--- config.mk ---
export PLATFORM = sky130hd
export DESIGN_NAME = iol_store
export DESIGN_NICKNAME = d
export VERILOG_FILES = /design/src/rtl/assert_macros.svh /design/src/rtl/iol_store.sv
export SDC_FILE = /design/constraint.sdc
export NUM_CORES = 1
export LEC_CHECK = 0
export BUFFER_PORTS_ARGS = -buffer_cell sky130_fd_sc_hd__buf_2
export CORE_ASPECT_RATIO = 0.7
export CORE_MARGIN = 2
export CORE_UTILIZATION = 35
export CTS_BUF_LIST = sky130_fd_sc_hd__clkbuf_8
export CTS_CLUSTER_SIZE = 12
export DETAILED_ROUTE_END_ITERATION = 10
export PLACE_DENSITY = 0.6
export SYNTH_ARGS = -nofsm -noshare
export SYNTH_HDL_FRONTEND = slang
export SYNTH_SLANG_ARGS = --single-unit
--- constraint.sdc ---
create_clock -name clk -period 4.1 [get_ports clk]
set_clock_uncertainty 0.1 [all_clocks]
set_input_delay 0.615 -clock clk [delete_from_list [all_inputs] [get_ports clk]]
set_output_delay 0.615 -clock clk [all_outputs]
set_load 0.02 [all_outputs]
--- src/rtl/assert_macros.svh ---
// Assertion macros for the RTL of the indexed ordered list; iol_ctrl includes them.
// No dependencies; define NO_ASSERTIONS to compile them out.
`ifndef ASSERT_MACROS_SVH
`define ASSERT_MACROS_SVH
`ifndef NO_ASSERTIONS
`define ASSERT_PROP(label, clk, rst_n, prop, msg) \
  label: assert property (@(posedge clk) disable iff (!rst_n) prop) else $error(msg);
`define ASSERT_NEVER(label, clk, rst_n, expr, msg) \
  label: assert property (@(posedge clk) disable iff (!rst_n) !(expr)) else $error(msg);
`else
`define ASSERT_PROP(label, clk, rst_n, prop, msg)
`define ASSERT_NEVER(label, clk, rst_n, expr, msg)
`endif
`endif

--- src/rtl/iol_store.sv ---
// Entry store of the list: one write port, one read port with registered data.
// Depends on nothing but its parameters.
module iol_store #(
  parameter int CAPACITY = 16,
  parameter int AW       = 4,
  parameter int DW       = 32
) (
  input  logic          clk,
  input  logic          we,
  input  logic [AW-1:0] waddr,
  input  logic [DW-1:0] wdata,
  input  logic [AW-1:0] raddr,
  output logic [DW-1:0] rdata
);

  logic [DW-1:0] mem [CAPACITY];
  logic [DW-1:0] rdata_r;

  always_ff @(posedge clk) begin
    if (we) begin
      mem[waddr] <= wdata;
    end
  end

  always_ff @(posedge clk) begin
    rdata_r <= mem[raddr];
  end

  assign rdata = rdata_r;

endmodule

==> summary.txt <==
Run status
  • Status: finished clean

Route
  • DR pass1 iterations: 7
  • Remaining antenna violation count: 0
  • Post-DR wirelength/cell: 24.7 µm
  • DR vias/cell: 5.21
  • Routed WL: 43900 µm
  • Initial drt markers: 1037
  • Via count: 9280
  • DRC Markers: 0

Yosys
  • Number of synthesized flops with an enable pin: 512
  • Compound-Gate Fraction of Synth Area: 2.42%
  • Commonest cells post-synth: edfxtp_1 (512), mux4_2 (128), a22oi_1 (64), nand2_1 (33), dfxtp_1 (32)
  • Yosys warns: 0
  • Synth top area share: 77.4%
  • Synth unique cells: 18
  • Synth Area in Adders: 0%
  • Seq cells post-synth: 544
  • Gate Count Post-Synth: 838
  • Sequential element share of the synthesized area: about four fifths
  • Post-Syn Area per Cell: 23.7 µm²
  • Share of flip-flops with an asynchronous set or reset: 0%
  • Mapped Area: 0.0199 mm²
  • Xor/xnor share of the synthesized area: 0%
  • Post-Synth Simple-Gate Area: 1.27%
  • Synth area leaders: edfxtp_1 (77%), mux4_2 (15%), dfxtp_1 (3.2%)
  • Synth Net Count: 880
  • Most numerous cell in the Yosys netlist: edfxtp_1
  • Ys flop type: edfxtp_1
  • Largest family of logic cells by synthesized area: multiplexers
  • Mux contribution to synthesized area: 14.5%
  • Post-synth top area cell: edfxtp_1

STA
  • Total Neg Setup Slack: 0 ns
  • Minimum clock period: 1.97 ns
  • Slew Limit Fails: 0
  • Fin crit share: 48.1%
  • Final Hold Fails: 0
  • Slew @ Worst Pin: 1.14 ns
  • Highest clock rate: 0.507 GHz
  • Worst slew margin: 23.8%
  • # setup viols final: 0
  • RSZ-0062 raised after global routing: false

Clocking
  • Setup Fix Bufs, Post-CTS: 0
  • Clock root buffer: clkbuf_8
  • Clk buf depth: 3
  • CTS resizes: 0
  • CTS Hold Bufs: 0
  • CTS buffer count: 76
  • Clock sink count: around 540
  • CTS tree: built
  • Reg clk slew, reported paths: 0.07 ns
  • Skew-Pair Late Insertion Delay: 0.64 ns
  • H-Tree Level Count: 3

Die
  • Num rows: 72
  • Width of the die: 289 µm
  • Io pins: 74
  • Die Area: 0.0587 mm²
  • Core area: 0.0557 mm²
  • Die Height: 203 µm
  • Initial core utilization: 35.7%

Worst hold path
  • Type of the worst min-delay path: input pin to flop

Global route
  • Vias in the first global route: 9478
  • Initial antenna violation count: 4
  • Global Route Usage Sum: 15.1%
  • GRT overflow: 0
  • Largest net degree at the start of global routing: 50
  • First-pass GRT wire length: 64000 µm

Critical path
  • Critical path class: input pin to flop
  • Type of origin of the critical path: input pin
  • Worst path required time: 4.50 ns
  • Critical Path End Type: flop
  • CP max FO: between 40 and 50
  • Worst EP arrival: 2.37 ns

Placed design
  • IO Port Bufs: 73
  • GPL Wtd Cong: around 0.7
  • Post-DP HPWL: roughly 23000 µm

Power and ir drop
  • Pleak: 7.34 nW
  • PwrDens: between 400 and 500 mW/mm²
  • Peak supply drop: between 0.0003 and 0.0004 V

Finish
  • Fraction of layout cells with a size suffix above 1: 33.8%
  • Area Growth Syn to Fin: 14.6%
  • Fin nets: 1022
  • Multi-input logic area: 0.00375 mm²
  • Register Area: 0.0160 mm²
  • # fillers: 4887
  • Core Util, Final: 40.9%

Flow run
  • # Max-Cap Violations: 0
-- worst paths after layout --
| kind | slack (ns) | end | cells past startpoint | start |
|---|---|---|---|---|
| worst max-delay path | 2.13 | rdata[20] | 5 | raddr[0] |
| worst min-delay path | 0.25 | mem[0][28] | 1 | wdata[28] |
| worst max register to register | 2.57 | rdata[18] | 3 | mem[2][18] |
| worst min register to register | 0.56 | rdata[3] | 3 | mem[13][3] |
-- power breakdown --
group          internal, W  switching (W)
Clock              0.00185        0.00199
Combinational     0.000230       0.000362
Sequential         0.00622      0.0000371
-- area by class of cell --
class | count | share of cell area [%]
antenna | 2 | 0.0220
clock inverter | 55 | 1.04
multi-input combinational | 251 | 16.5
timing repair buffer | 107 | 3.05
sequential | 544 | 70.4
tap | 740 | 4.07
clock buffer | 82 | 4.96
-- sequential cells by signal (all words and copies together) (netlist names) --
name / count
mem: 512
rdata: 32
-- critical path, stage by stage --
cell and delay [ns]:
clkbuf_8 0.47, buf_4 0.36, mux4_2 0.53, a22oi_1 0.23, nand2_1 0.07
-- per-layer routing --
metal | vias up | routed length, µm | global-route usage (%)
li1 | 3866 | - | -
met1 | 4999 | 20800 | 23.4
met5 | - | 23 | 0
met2 | 347 | 19100 | 21.5
met4 | 4 | 586 | 3.46
met3 | 64 | 3440 | 3.84
-- through the flow --
step	hold slack, ns	area, µm²	power, W	setup slack (ns)	std cells
floorplan	0.535	19900	0.00671	0.205	838
global placement	0.556	21400	0.00696	1.48	1642
detailed placement	0.566	21400	0.00697	1.45	1642
CTS	0.214	22800	0.0108	2.10	1779
global route	0.237	22800	0.0111	2.00	1779
finish	0.250	22800	0.0107	2.13	1781
-- cell usage in the layout (no fill, tap or decap), drive strengths merged --
| cell | Yosys | layout |
|---|---|---|
| a22oi | 64 | 64 |
| and2 | 1 | 1 |
| buf | 26 | 106 |
| clkbuf | 17 | 83 |
| clkinv | 0 | 15 |
| clkinvlp | 0 | 6 |
| dfxtp | 32 | 32 |
| diode | 0 | 2 |
| edfxtp | 512 | 512 |
| inv | 0 | 34 |
| mux4 | 128 | 128 |
| nand2 | 33 | 33 |
| nand2b | 2 | 2 |
| nand3 | 1 | 1 |
| nand3b | 2 | 2 |
| nor2 | 13 | 13 |
| nor2b | 2 | 2 |
| nor3 | 4 | 4 |
| or3b | 1 | 1 |
-- logic make-up after synthesis --
family                 after synthesis
DFF                                544
AOI/OAI and AO/OA                   64
buffers and inverters               43
and+or+nand+nor                     59
muxes                              128
No activity file was read; power rests on OpenSTA's default activity.
