`src/rtl/assert_macros.svh`:
```
// Assertion macros for the RTL of the indexed ordered list; iol_ctrl includes them.
// No dependencies; define NO_ASSERTIONS to compile them out.
`ifndef ASSERT_MACROS_SVH
`define ASSERT_MACROS_SVH
`ifndef NO_ASSERTIONS
`define ASSERT_PROP(label, clk, rst_n, prop, msg) \
  label: assert property (@(posedge clk) disable iff (!rst_n) prop) else $error(msg);
`define ASSERT_NEVER(label, clk, rst_n, expr, msg) \
  label: assert property (@(posedge clk) disable iff (!rst_n) !(expr)) else $error(msg);
`else
`define ASSERT_PROP(label, clk, rst_n, prop, msg)
`define ASSERT_NEVER(label, clk, rst_n, expr, msg)
`endif
`endif

```
`src/rtl/iol_pkg.sv`:
```
// Types and codes of the indexed ordered list.
// No dependencies; used by the channel interfaces, iol_ctrl and the top module.
package iol_pkg;

  localparam int ACT_W   = 3;
  localparam int IDX_W   = 5;
  localparam int VAL_W   = 32;
  localparam int POS_W   = 4;
  localparam int STAT_W  = 2;
  localparam int COUNT_W = 5;

  typedef logic [ACT_W-1:0]  action_t;
  typedef logic [STAT_W-1:0] status_t;

  localparam action_t ACT_INSERT  = 3'd0;
  localparam action_t ACT_REMOVE  = 3'd1;
  localparam action_t ACT_SEARCH  = 3'd2;
  localparam action_t ACT_READ    = 3'd3;
  localparam action_t ACT_DEQUEUE = 3'd4;

  localparam status_t ST_OK     = 2'd0;
  localparam status_t ST_REJECT = 2'd1;
  localparam status_t ST_MISS   = 2'd2;

  typedef struct packed {
    action_t                  action;
    logic [IDX_W-1:0]         index;
    logic signed [VAL_W-1:0]  value;
  } in_item_t;

  typedef struct packed {
    logic signed [VAL_W-1:0]  data;
    logic [POS_W-1:0]         position;
    status_t                  status;
    logic [COUNT_W-1:0]       count;
  } out_item_t;

endpackage

```
`src/rtl/iol_ctrl.sv`:
```
// Sequencer of the list: walks the store one entry a cycle to shift or scan.
// Depends on iol_pkg and assert_macros.svh; drives iol_store.
`include "assert_macros.svh"

module iol_ctrl import iol_pkg::*; #(
  parameter int CAPACITY = 16,
  parameter int AW       = 4,
  parameter int CW       = 5
) (
  input  logic             clk,
  input  logic             rst_n,
  input  logic             in_valid,
  input  in_item_t         in_item,
  output logic             in_ready,
  output logic             res_valid,
  output out_item_t        res_item,
  input  logic             res_ready,
  output logic             mem_we,
  output logic [AW-1:0]    mem_waddr,
  output logic [VAL_W-1:0] mem_wdata,
  output logic [AW-1:0]    mem_raddr,
  input  logic [VAL_W-1:0] mem_rdata
);

  localparam int IW = (CW > IDX_W) ? CW : IDX_W;
  localparam logic [CW-1:0] CAP_C   = CW'(CAPACITY);
  localparam logic [IW-1:0] CAP_IW  = IW'(CAPACITY);

  typedef enum logic [7:0] {
    S_IDLE     = 8'b0000_0001,
    S_FETCH    = 8'b0000_0010,
    S_LATCH    = 8'b0000_0100,
    S_SHIFT_UP = 8'b0000_1000,
    S_SHIFT_DN = 8'b0001_0000,
    S_PLACE    = 8'b0010_0000,
    S_SCAN     = 8'b0100_0000,
    S_DONE     = 8'b1000_0000
  } state_t;

  state_t                  state_r, state_nxt;
  action_t                 act_r, act_nxt;
  logic signed [VAL_W-1:0] val_r, val_nxt;
  logic [CW-1:0]           ptr_r, ptr_nxt;
  logic [CW-1:0]           idx_r, idx_nxt;
  logic [CW-1:0]           cnt_r, cnt_nxt;
  logic                    pend_r, pend_nxt;
  logic [VAL_W-1:0]        data_r, data_nxt;
  logic [POS_W-1:0]        pos_r, pos_nxt;
  status_t                 status_r, status_nxt;

  logic [IW-1:0] idx_w, cnt_w;
  logic [CW:0]   ptr_p1, ptr_p2, cnt_x;
  logic [CW-1:0] ptr_m1, ptr_m2;

  assign idx_w  = IW'(in_item.index);
  assign cnt_w  = IW'(cnt_r);
  assign cnt_x  = {1'b0, cnt_r};
  assign ptr_p1 = {1'b0, ptr_r} + (CW+1)'(1);
  assign ptr_p2 = {1'b0, ptr_r} + (CW+1)'(2);
  assign ptr_m1 = ptr_r - CW'(1);
  assign ptr_m2 = ptr_r - CW'(2);

  always_comb begin
    state_nxt  = state_r;
    act_nxt    = act_r;
    val_nxt    = val_r;
    ptr_nxt    = ptr_r;
    idx_nxt    = idx_r;
    cnt_nxt    = cnt_r;
    pend_nxt   = pend_r;
    data_nxt   = data_r;
    pos_nxt    = pos_r;
    status_nxt = status_r;
    mem_we     = 1'b0;
    mem_waddr  = AW'(ptr_r);
    mem_wdata  = mem_rdata;
    mem_raddr  = AW'(ptr_r);

    unique case (state_r)
      S_IDLE: begin
        if (in_valid) begin
          act_nxt    = in_item.action;
          val_nxt    = in_item.value;
          ptr_nxt    = CW'(in_item.index);
          idx_nxt    = CW'(in_item.index);
          pend_nxt   = 1'b0;
          data_nxt   = '0;
          pos_nxt    = '0;
          status_nxt = ST_OK;
          state_nxt  = S_DONE;
          unique case (in_item.action)
            ACT_INSERT: begin
              priority if (cnt_w >= CAP_IW || idx_w > cnt_w) begin
                status_nxt = ST_REJECT;
              end else if (idx_w == cnt_w) begin
                state_nxt = S_PLACE;
              end else begin
                ptr_nxt   = cnt_r;
                state_nxt = S_SHIFT_UP;
              end
            end
            ACT_REMOVE: begin
              priority if (idx_w >= cnt_w) begin
                status_nxt = ST_REJECT;
              end else if (idx_w + IW'(1) == cnt_w) begin
                // last entry: nothing to close up
                cnt_nxt = cnt_r - CW'(1);
              end else begin
                state_nxt = S_SHIFT_DN;
              end
            end
            ACT_SEARCH: begin
              if (cnt_r == '0) begin
                status_nxt = ST_MISS;
              end else begin
                ptr_nxt   = '0;
                state_nxt = S_SCAN;
              end
            end
            ACT_READ: begin
              if (idx_w >= cnt_w) begin
                status_nxt = ST_REJECT;
              end else begin
                state_nxt = S_FETCH;
              end
            end
            ACT_DEQUEUE: begin
              if (cnt_r == '0) begin
                status_nxt = ST_REJECT;
              end else begin
                ptr_nxt   = '0;
                idx_nxt   = '0;
                state_nxt = S_FETCH;
              end
            end
            default: begin
              status_nxt = ST_REJECT;
            end
          endcase
        end
      end

      S_FETCH: begin
        state_nxt = S_LATCH;
      end

      S_LATCH: begin
        data_nxt = mem_rdata;
        priority if (act_r != ACT_DEQUEUE) begin
          state_nxt = S_DONE;
        end else if (cnt_r == CW'(1)) begin
          cnt_nxt   = cnt_r - CW'(1);
          state_nxt = S_DONE;
        end else begin
          pend_nxt  = 1'b0;
          state_nxt = S_SHIFT_DN;
        end
      end

      S_SHIFT_DN: begin
        if (!pend_r) begin
          mem_raddr = AW'(ptr_p1);
          pend_nxt  = 1'b1;
        end else begin
          // move the entry above down into the current slot
          mem_we    = 1'b1;
          mem_waddr = AW'(ptr_r);
          ptr_nxt   = CW'(ptr_p1);
          if (ptr_p2 < cnt_x) begin
            mem_raddr = AW'(ptr_p2);
          end else begin
            cnt_nxt   = cnt_r - CW'(1);
            state_nxt = S_DONE;
          end
        end
      end

      S_SHIFT_UP: begin
        if (!pend_r) begin
          mem_raddr = AW'(ptr_m1);
          pend_nxt  = 1'b1;
        end else begin
          // move the entry below up into the current slot
          mem_we    = 1'b1;
          mem_waddr = AW'(ptr_r);
          ptr_nxt   = ptr_m1;
          if (ptr_m1 > idx_r) begin
            mem_raddr = AW'(ptr_m2);
          end else begin
            state_nxt = S_PLACE;
          end
        end
      end

      S_PLACE: begin
        mem_we    = 1'b1;
        mem_waddr = AW'(idx_r);
        mem_wdata = val_r;
        cnt_nxt   = cnt_r + CW'(1);
        state_nxt = S_DONE;
      end

      S_SCAN: begin
        if (!pend_r) begin
          pend_nxt = 1'b1;
        end else begin
          priority if ($signed(mem_rdata) == val_r) begin
            pos_nxt   = POS_W'(ptr_r);
            state_nxt = S_DONE;
          end else if (ptr_p1 < cnt_x) begin
            mem_raddr = AW'(ptr_p1);
            ptr_nxt   = CW'(ptr_p1);
          end else begin
            status_nxt = ST_MISS;
            state_nxt  = S_DONE;
          end
        end
      end

      S_DONE: begin
        if (res_ready) begin
          state_nxt = S_IDLE;
        end
      end

      default: begin
        state_nxt = S_IDLE;
      end
    endcase
  end

  always_ff @(posedge clk) begin
    if (!rst_n) begin
      state_r <= S_IDLE;
      cnt_r   <= '0;
      pend_r  <= 1'b0;
    end else begin
      state_r <= state_nxt;
      cnt_r   <= cnt_nxt;
      pend_r  <= pend_nxt;
    end
  end

  always_ff @(posedge clk) begin
    act_r    <= act_nxt;
    val_r    <= val_nxt;
    ptr_r    <= ptr_nxt;
    idx_r    <= idx_nxt;
    data_r   <= data_nxt;
    pos_r    <= pos_nxt;
    status_r <= status_nxt;
  end

  assign in_ready           = (state_r == S_IDLE);
  assign res_valid          = (state_r == S_DONE);
  assign res_item.data      = data_r;
  assign res_item.position  = pos_r;
  assign res_item.status    = status_r;
  assign res_item.count     = COUNT_W'(cnt_r);

  `ASSERT_NEVER(a_cnt_bound, clk, rst_n, cnt_r > CAP_C, "entry count above capacity")
  `ASSERT_PROP(a_we_state, clk, rst_n, mem_we |-> (state_r == S_SHIFT_UP || state_r == S_SHIFT_DN || state_r == S_PLACE), "store written outside a shift or place step")
  `ASSERT_PROP(a_cnt_done, clk, rst_n, (cnt_r != $past(cnt_r)) |-> (state_r == S_DONE), "entry count changed away from completion")
  `ASSERT_PROP(a_accept_busy, clk, rst_n, (in_valid && in_ready) |=> !in_ready, "sequencer stayed idle after accepting a transaction")

endmodule

```
`config.mk`:
```
export PLATFORM = sky130hd
export DESIGN_NAME = iol_ctrl
export DESIGN_NICKNAME = d
export VERILOG_FILES = /design/src/rtl/iol_pkg.sv /design/src/rtl/iol_ctrl.sv
export VERILOG_INCLUDE_DIRS = /design/src /design/src/rtl
export SDC_FILE = /design/constraint.sdc
export NUM_CORES = 1
export LEC_CHECK = 0
export ABC_CLOCK_PERIOD_IN_PS = 5900
export BUFFER_PORTS_ARGS = -buffer_cell sky130_fd_sc_hd__buf_4
export CORE_MARGIN = 5
export CORE_UTILIZATION = 37
export CTS_CLUSTER_SIZE = 14
export DETAILED_ROUTE_END_ITERATION = 12
export PLACE_DENSITY_LB_ADDON = 0.2
export SLEW_MARGIN = 15
export SYNTH_ARGS = -nofsm -noshare
export SYNTH_HDL_FRONTEND = slang
export SYNTH_SLANG_ARGS = --single-unit
```
`constraint.sdc`:
```
create_clock -name clk -period 5.9 [get_ports clk]
set_input_delay 0.295 -clock clk [delete_from_list [all_inputs] [get_ports clk]]
set_output_delay 0.295 -clock clk [all_outputs]
set_load 0.01 [all_outputs]
```
==> results of run 1 <==
==> registers in the layout (all words and copies together) (netlist names) <==
signal    flops
val_r        32
state_r       8
ptr_r         5
pend_r        1
act_r         3
idx_r         5
cnt_r         5
pos_r         4
status_r      2
data_r       32
==> cell families (layout without fill, tap and decap cells) <==
group | count (synthesis) | count (layout) | share of synthesized area, %
and+or+nand+nor | 172 | 172 | 16.6
AOI/OAI and AO/OA | 112 | 112 | 12.8
DFF | 97 | 97 | 46.8
xor gates and xnor gates | 53 | 53 | 7.84
buffers and inverters | 49 | 208 | 3.65
muxes | 35 | 35 | 6.59
adders and majority gates | 27 | 27 | 5.70
==> worst max-delay path, stage by stage (launching register included) <==
cell and delay, ns:
edfxtp_1 0.60, ha_1 0.32, nand3_1 0.12, xnor2_1 0.29, ha_1 0.31, a221oi_1 0.44, nand2_1 0.20, a211oi_1 0.75
a31oi_1 0.20, a211oi_1 0.24, a21oi_1 0.09, buf_4 0.16
==> worst max-delay path by stage <==
| stage | endpoint | cells after the start | slack (ns) |
|---|---|---|---|
| floorplan | data_r[0]$_SDFFCE_PN0P_ | 7 | 1.88 |
| global placement | mem_raddr[2] | 11 | 2.07 |
| detailed placement | mem_raddr[2] | 11 | 2.13 |
| CTS | mem_raddr[2] | 11 | 1.71 |
| global route | mem_raddr[2] | 11 | 1.43 |
| finish | mem_raddr[2] | 11 | 1.54 |
==> layout make-up <==
class | count | area, um2 | share of cell area, %
repair buffers | 167 | 1250 | 16.4
well taps | 216 | 270 | 3.54
clock inverters | 7 | 81.3 | 1.06
inverters | 25 | 93.8 | 1.23
multi-input cells | 399 | 2950 | 38.5
flip-flops and latches | 97 | 2770 | 36.3
clock buffers | 9 | 225 | 2.95
==> layer usage <==
metal  global-route usage, %  vias to the layer above  wire length (um)
met5                       0                        -                 0
met4                    5.49                        0               253
met3                    4.30                       22              1430
met2                    32.2                      201              8690
met1                    24.9                     2388              7640
li1                        -                     2330                 -
==> power by group <==
part / internal, W / switching, W / total (W)
Clock: 0.000302 / 0.000290 / 0.000593
Combinational: 0.000267 / 0.000343 / 0.000609
Sequential: 0.000841 / 0.0000542 / 0.000895
Total: 0.00141 / 0.000687 / 0.00210
==> cell usage in the layout (no fill, tap or decap), drive strengths merged, types with 11 or more instances in the layout <==
master and instances:
buf 167, edfxtp 83, xnor2 45, and2 39, mux2 32, nand2 29
a21oi 28, ha 27, inv 27, o21ai 24, nor2 23, dfxtp 14
a211oi 12, nand4 11
==> stage by stage <==
step | worst slack [ns] | hold WS (ns) | util, % | total power, W
global route | 1.43 | 0.0992 | 48.5 | 0.00221
CTS | 1.71 | 0.100 | 48.5 | 0.00211
global placement | 2.07 | 0.475 | 46.5 | 0.00150
finish | 1.54 | 0.109 | 48.5 | 0.00210
detailed placement | 2.13 | 0.475 | 46.5 | 0.00152
floorplan | 1.88 | 0.394 | - | 0.00126
==> impl_metrics.toml, run 1 <==
[die]
ios = 162
fp.dieH_um = 137
start_util_pct = 37.6
dieArea_mm2 = 0.0186
rows = 46
core_area_mm2 = 0.0158
die_x_um = 137

[synthesis]
synthesis.nets = 648
synth_cell_type_count = 65
syn_area_mm2 = 0.00592
syn_avg_cell_area_um2 = 10.9
synth_top_area_share_pct = 42.1
ys_warn_count = 0
yosysSeqAreaShare_pct = 46.8
synth_area_leaders = "edfxtp_1, xnor2_1, mux2_2, ha_1, dfxtp_1"
synth.most_common_cell = "edfxtp_1"
synth_edf_count = 83
ys_ff_latch = 97
netlist_instances = 545
synth_common_cells = "edfxtp_1, xnor2_1, and2_1, mux2_2"
synthFlopType = "edfxtp_1"
async_flop_share_pct = 0
synth_area_leader_cell = "edfxtp_1"

[worst_hold_path]
holdPathStages = 1
hold_path.class = "input port to flip-flop"
min_to = "val_r[17]$_DFFE_PP_"
min_from = "in_item[17]"

[place]
dpl.hpwl_mm = 14.0
io_buffers = 161
placed_cell_area_mm2 = 0.00734
dp_cells = 904
finalWeightedCongestion = 0.923

[clock_tree]
clockBufferDepth = 2
cts_tree = "yes"
root_buffer = "clkbuf_16"
cts.sinks = 97
cts_made_buffers = 9
post_cts_resized = 0
postCtsSetupBuffers = 0
cts-hold-fix-buffers = 0
cts.reportedPaths.clkPinSlew_ns = 0.08
htree_num_levels = 3
clock_latency_ns = 0.36

[sta]
hold_viol_final = 0
period_share_pct = 74.0
maxSlewHeadroom_pct = 42.1
setup_viol = 0
maxSlewViolCount = 0
rsz0062_at_grt = "no"
fin_setup_tns_ns = 0
max_slew.worst_pin.slew_ns = 0.861
fin_crit_ns = 4.36
finClkSkew_ns = 0.0120
max_freq_mhz = 229

[global_route]
grt_pass1_vias = 4816
antenna_found_initial = 0
gr-usage-all-layers_pct = 19.2
overflow = 0
grt_pass1_wl_mm = 27.6
grt_max_degree = 40

[routing]
drt_iter0_markers = 393
ant_nets = 0
vias_per_cell = 5.37
vias = 4941
drc_errors = 0
drt-wirelength-per-cell_um = 19.6
dr.pass1.iters = 5
wirelength_mm = 18.0

[status]
status = "completed"

[critical_path]
cp_data_arrival_time_ns = 4.07
cp-end-kind = "output pin"
reg2reg_setup_slack_ns = 2.11
timing.rr.end = "state_r[0]$_SDFFE_PN1P_"
crit_start = "ptr_r[0]$_DFFE_PP_"
reg2reg_depth = 10
criticalPathCategory = "flip-flop to output pin"
r2r_start = "ptr_r[0]$_DFFE_PP_"
worstPathRequired_ns = 5.61
cp-start-kind = "flip-flop"
crit_fanout = 11

[run]
max_cap_violations = 0

[pwr]
powerDensity_mw_per_mm2 = 274
p_leak_nw = 3.09
ir_drop_mv = 0.120

[layout]
syn_to_final_growth_pct = 29.1
fill_cells = 1475
fin_cells = 920
final_net_count = 802
stdcell_area_mm2 = 0.00764
final_layout_size_suffix_gt1_share_pct = 33.0
diodes = 0
Power figures use the tool's default switching activity.
==> run 2: changes to the inputs <==
ABC_CLOCK_PERIOD_IN_PS = 3800   (was 5900)
clock period = 3.8 ns   (was 5.9 ns; I/O delays follow)
==> run 2 against run 1 <==
Net effect: sequential power rose by 54%; sequential cell count did not move; setup slack got worse by 1.4 ns; via count fell by 0.10%; final area rose by 1.7%; worst hold slack got worse by 0.095 ns; cell count rose by 1.8%; largest power group unchanged.
==> impl_metrics.toml, run 2 (same netlist as run 1, synthesis figures left out) <==
[global_route]
grt_pass1_vias = 4870
antenna_found_initial = 0
grt_pass1_wl_mm = 27.3
overflow = 0
grt_max_degree = 33
gr-usage-all-layers_pct = 19.1

[critical_path]
cp-start-kind = "flip-flop"
cp-end-kind = "output pin"
criticalPathCategory = "flip-flop to output pin"
critPathSlowestCell = "edfxtp_1"
cp_data_arrival_time_ns = 3.50
crit_path_max_incr_delay_ns = 0.47
worstPathRequired_ns = 3.61
cp_top_family = "compound AO/OA/AOI/OAI gates"
crit_fanout = 8
path_cells = "inv_1 > ha_1 > a21boi_0 > xnor2_1 > inv_1 > ha_1 > or2_2 > o211ai_1 > mux2i_1 > o21a_1 > a211oi_1 > a21oi_1 > buf_4"
cp.buffers_inverters = 3

[routing]
m1WireLength_mm = 7.92
ant_nets = 0
routed.top_layer = "met4"
vias_per_cell = 5.27
drt_iter0_markers = 328
vias = 4936
dr_wl_met3_mm = 1.37
dr.pass1.iters = 5
drt-wirelength-per-cell_um = 19.4
wirelength_mm = 18.2
drc_errors = 0
wl_met2_mm = 8.71

[sta]
hold_viol_final = 0
setup_viol = 0
fin_crit_ns = 3.69
maxSlewViolCount = 0
fin_setup_tns_ns = 0
maxSlewHeadroom_pct = 43.5
max_freq_mhz = 271
period_share_pct = 97.2
finClkSkew_ns = 0.0106
max_slew.worst_pin.slew_ns = 0.847

[clock_tree]
clockBufferDepth = 2
cts_tree = "yes"
cts_made_buffers = 9
cts.reportedPaths.clkPinSlew_ns = 0.07
cts.sinks = 97
htree_num_levels = 3
root_buffer = "clkbuf_16"
clock_latency_ns = 0.35

[place]
finalWeightedCongestion = 0.907
dpl.hpwl_mm = 14.0
io_buffers = 161
placed_cell_area_mm2 = 0.00742

[pwr]
p_int_w = 0.00227
swShare_pct = 31.2
switchingPower_w = 0.00103
p_leak_nw = 3.17
seqPwrFrac_pct = 41.9
pwr-share-clk_pct = 27.8
p_comb_share_pct = 30.2
powerDensity_mw_per_mm2 = 424
ir_drop_mv = 0.214

[die]
rows = 46
ios = 162
core_area_mm2 = 0.0158
die_x_um = 137
start_util_pct = 37.6
fp.dieH_um = 137
dieArea_mm2 = 0.0186

[run]
max_cap_violations = 0

[layout]
reg_top3 = "data_r (32), val_r (32), state_r (8)"
final_net_count = 820
layout_commonest_cell = "buf_4"
diodes = 0
stdcell_area_mm2 = 0.00777
final_cell_mix = "buf_4, edfxtp_1, xnor2_1, and2_1, mux2_2"
final_layout_size_suffix_gt1_share_pct = 34.3
syn_to_final_growth_pct = 31.3

[worst_hold_path]
hold_path.class = "input port to flip-flop"

[status]
status = "completed"
## run 2: cell count changes in the layout (fill, tap and decap cells not counted), sizes merged
| cell | previous run | this run |
|---|---|---|
| dlygate4sd3 | 0 | 2 |
| clkbuf | 9 | 10 |
| clkinv | 5 | 4 |
| buf | 167 | 183 |
| bufinv | 0 | 1 |
| inv | 27 | 25 |
## run 2: final cells by class
cell class | count | area (um2)
clock buffers | 10 | 229
clock inverters | 5 | 65.1
fillers | 1472 | 8000
inverters | 25 | 93.8
multi-input cells | 399 | 2950
flip-flops and latches | 97 | 2770
well taps | 216 | 270
repair buffers | 185 | 1390
## run 2: timing repair
| action | 4_1_cts | 5_1_grt |
|---|---|---|
| resized for setup | 0 | 1 |
| endpoints found under the hold margin | 0 | 2 |
| setup endpoints to repair | 0 | 3 |
| buffers inserted | 0 | 5 |
| hold buffers | 0 | 2 |
## run 2: final timing paths
| path | depth (start not counted) | from | slack [ns] | endpoint |
|---|---|---|---|---|
| worst min-delay path | 1 | in_item[12] | 0.01 | val_r[12]$_DFFE_PP_ |
| worst max-delay path | 13 | ptr_r[1]$_DFFE_PP_ | 0.11 | mem_raddr[2] |
| worst min register to register | 2 | cnt_r[1]$_SDFFE_PN0P_ | 0.64 | cnt_r[1]$_SDFFE_PN0P_ |
| worst max register to register | 13 | ptr_r[1]$_DFFE_PP_ | 0.41 | state_r[2]$_SDFFE_PN0P_ |
## run 2: power groups by stage
stage,clock [W],combinational [W],sequential [W]
after CTS,0.000940,0.000969,0.00138
final,0.000919,0.000997,0.00138
after detailed placement,0,0.000963,0.00141
after global placement,0,0.000954,0.00140
after global routing,0.000974,0.00109,0.00140
after floorplan,0,0.000547,0.00140
## run 2: per-layer routing
metal  up-vias  GRT usage (%)
li1       2365              -
met1      2386           24.7
met2       166           32.4
met3        19           4.56
met4         0           4.48
met5         -              0
## run 2: through the flow
| stage | worst slack [ns] | cells | power (W) | hold slack, ns | utilization (%) |
|---|---|---|---|---|---|
| after floorplan | 0.450 | 545 | 0.00195 | 0.289 | - |
| after global placement | 0.564 | 915 | 0.00236 | 0.368 | 47.0 |
| after detailed placement | 0.508 | 915 | 0.00237 | 0.369 | 47.0 |
| after CTS | 0.121 | 930 | 0.00329 | 0.000191 | 48.9 |
| after global routing | -0.0616 | 937 | 0.00346 | 0.000177 | 49.3 |
| final | 0.106 | 937 | 0.00330 | 0.0145 | 49.3 |
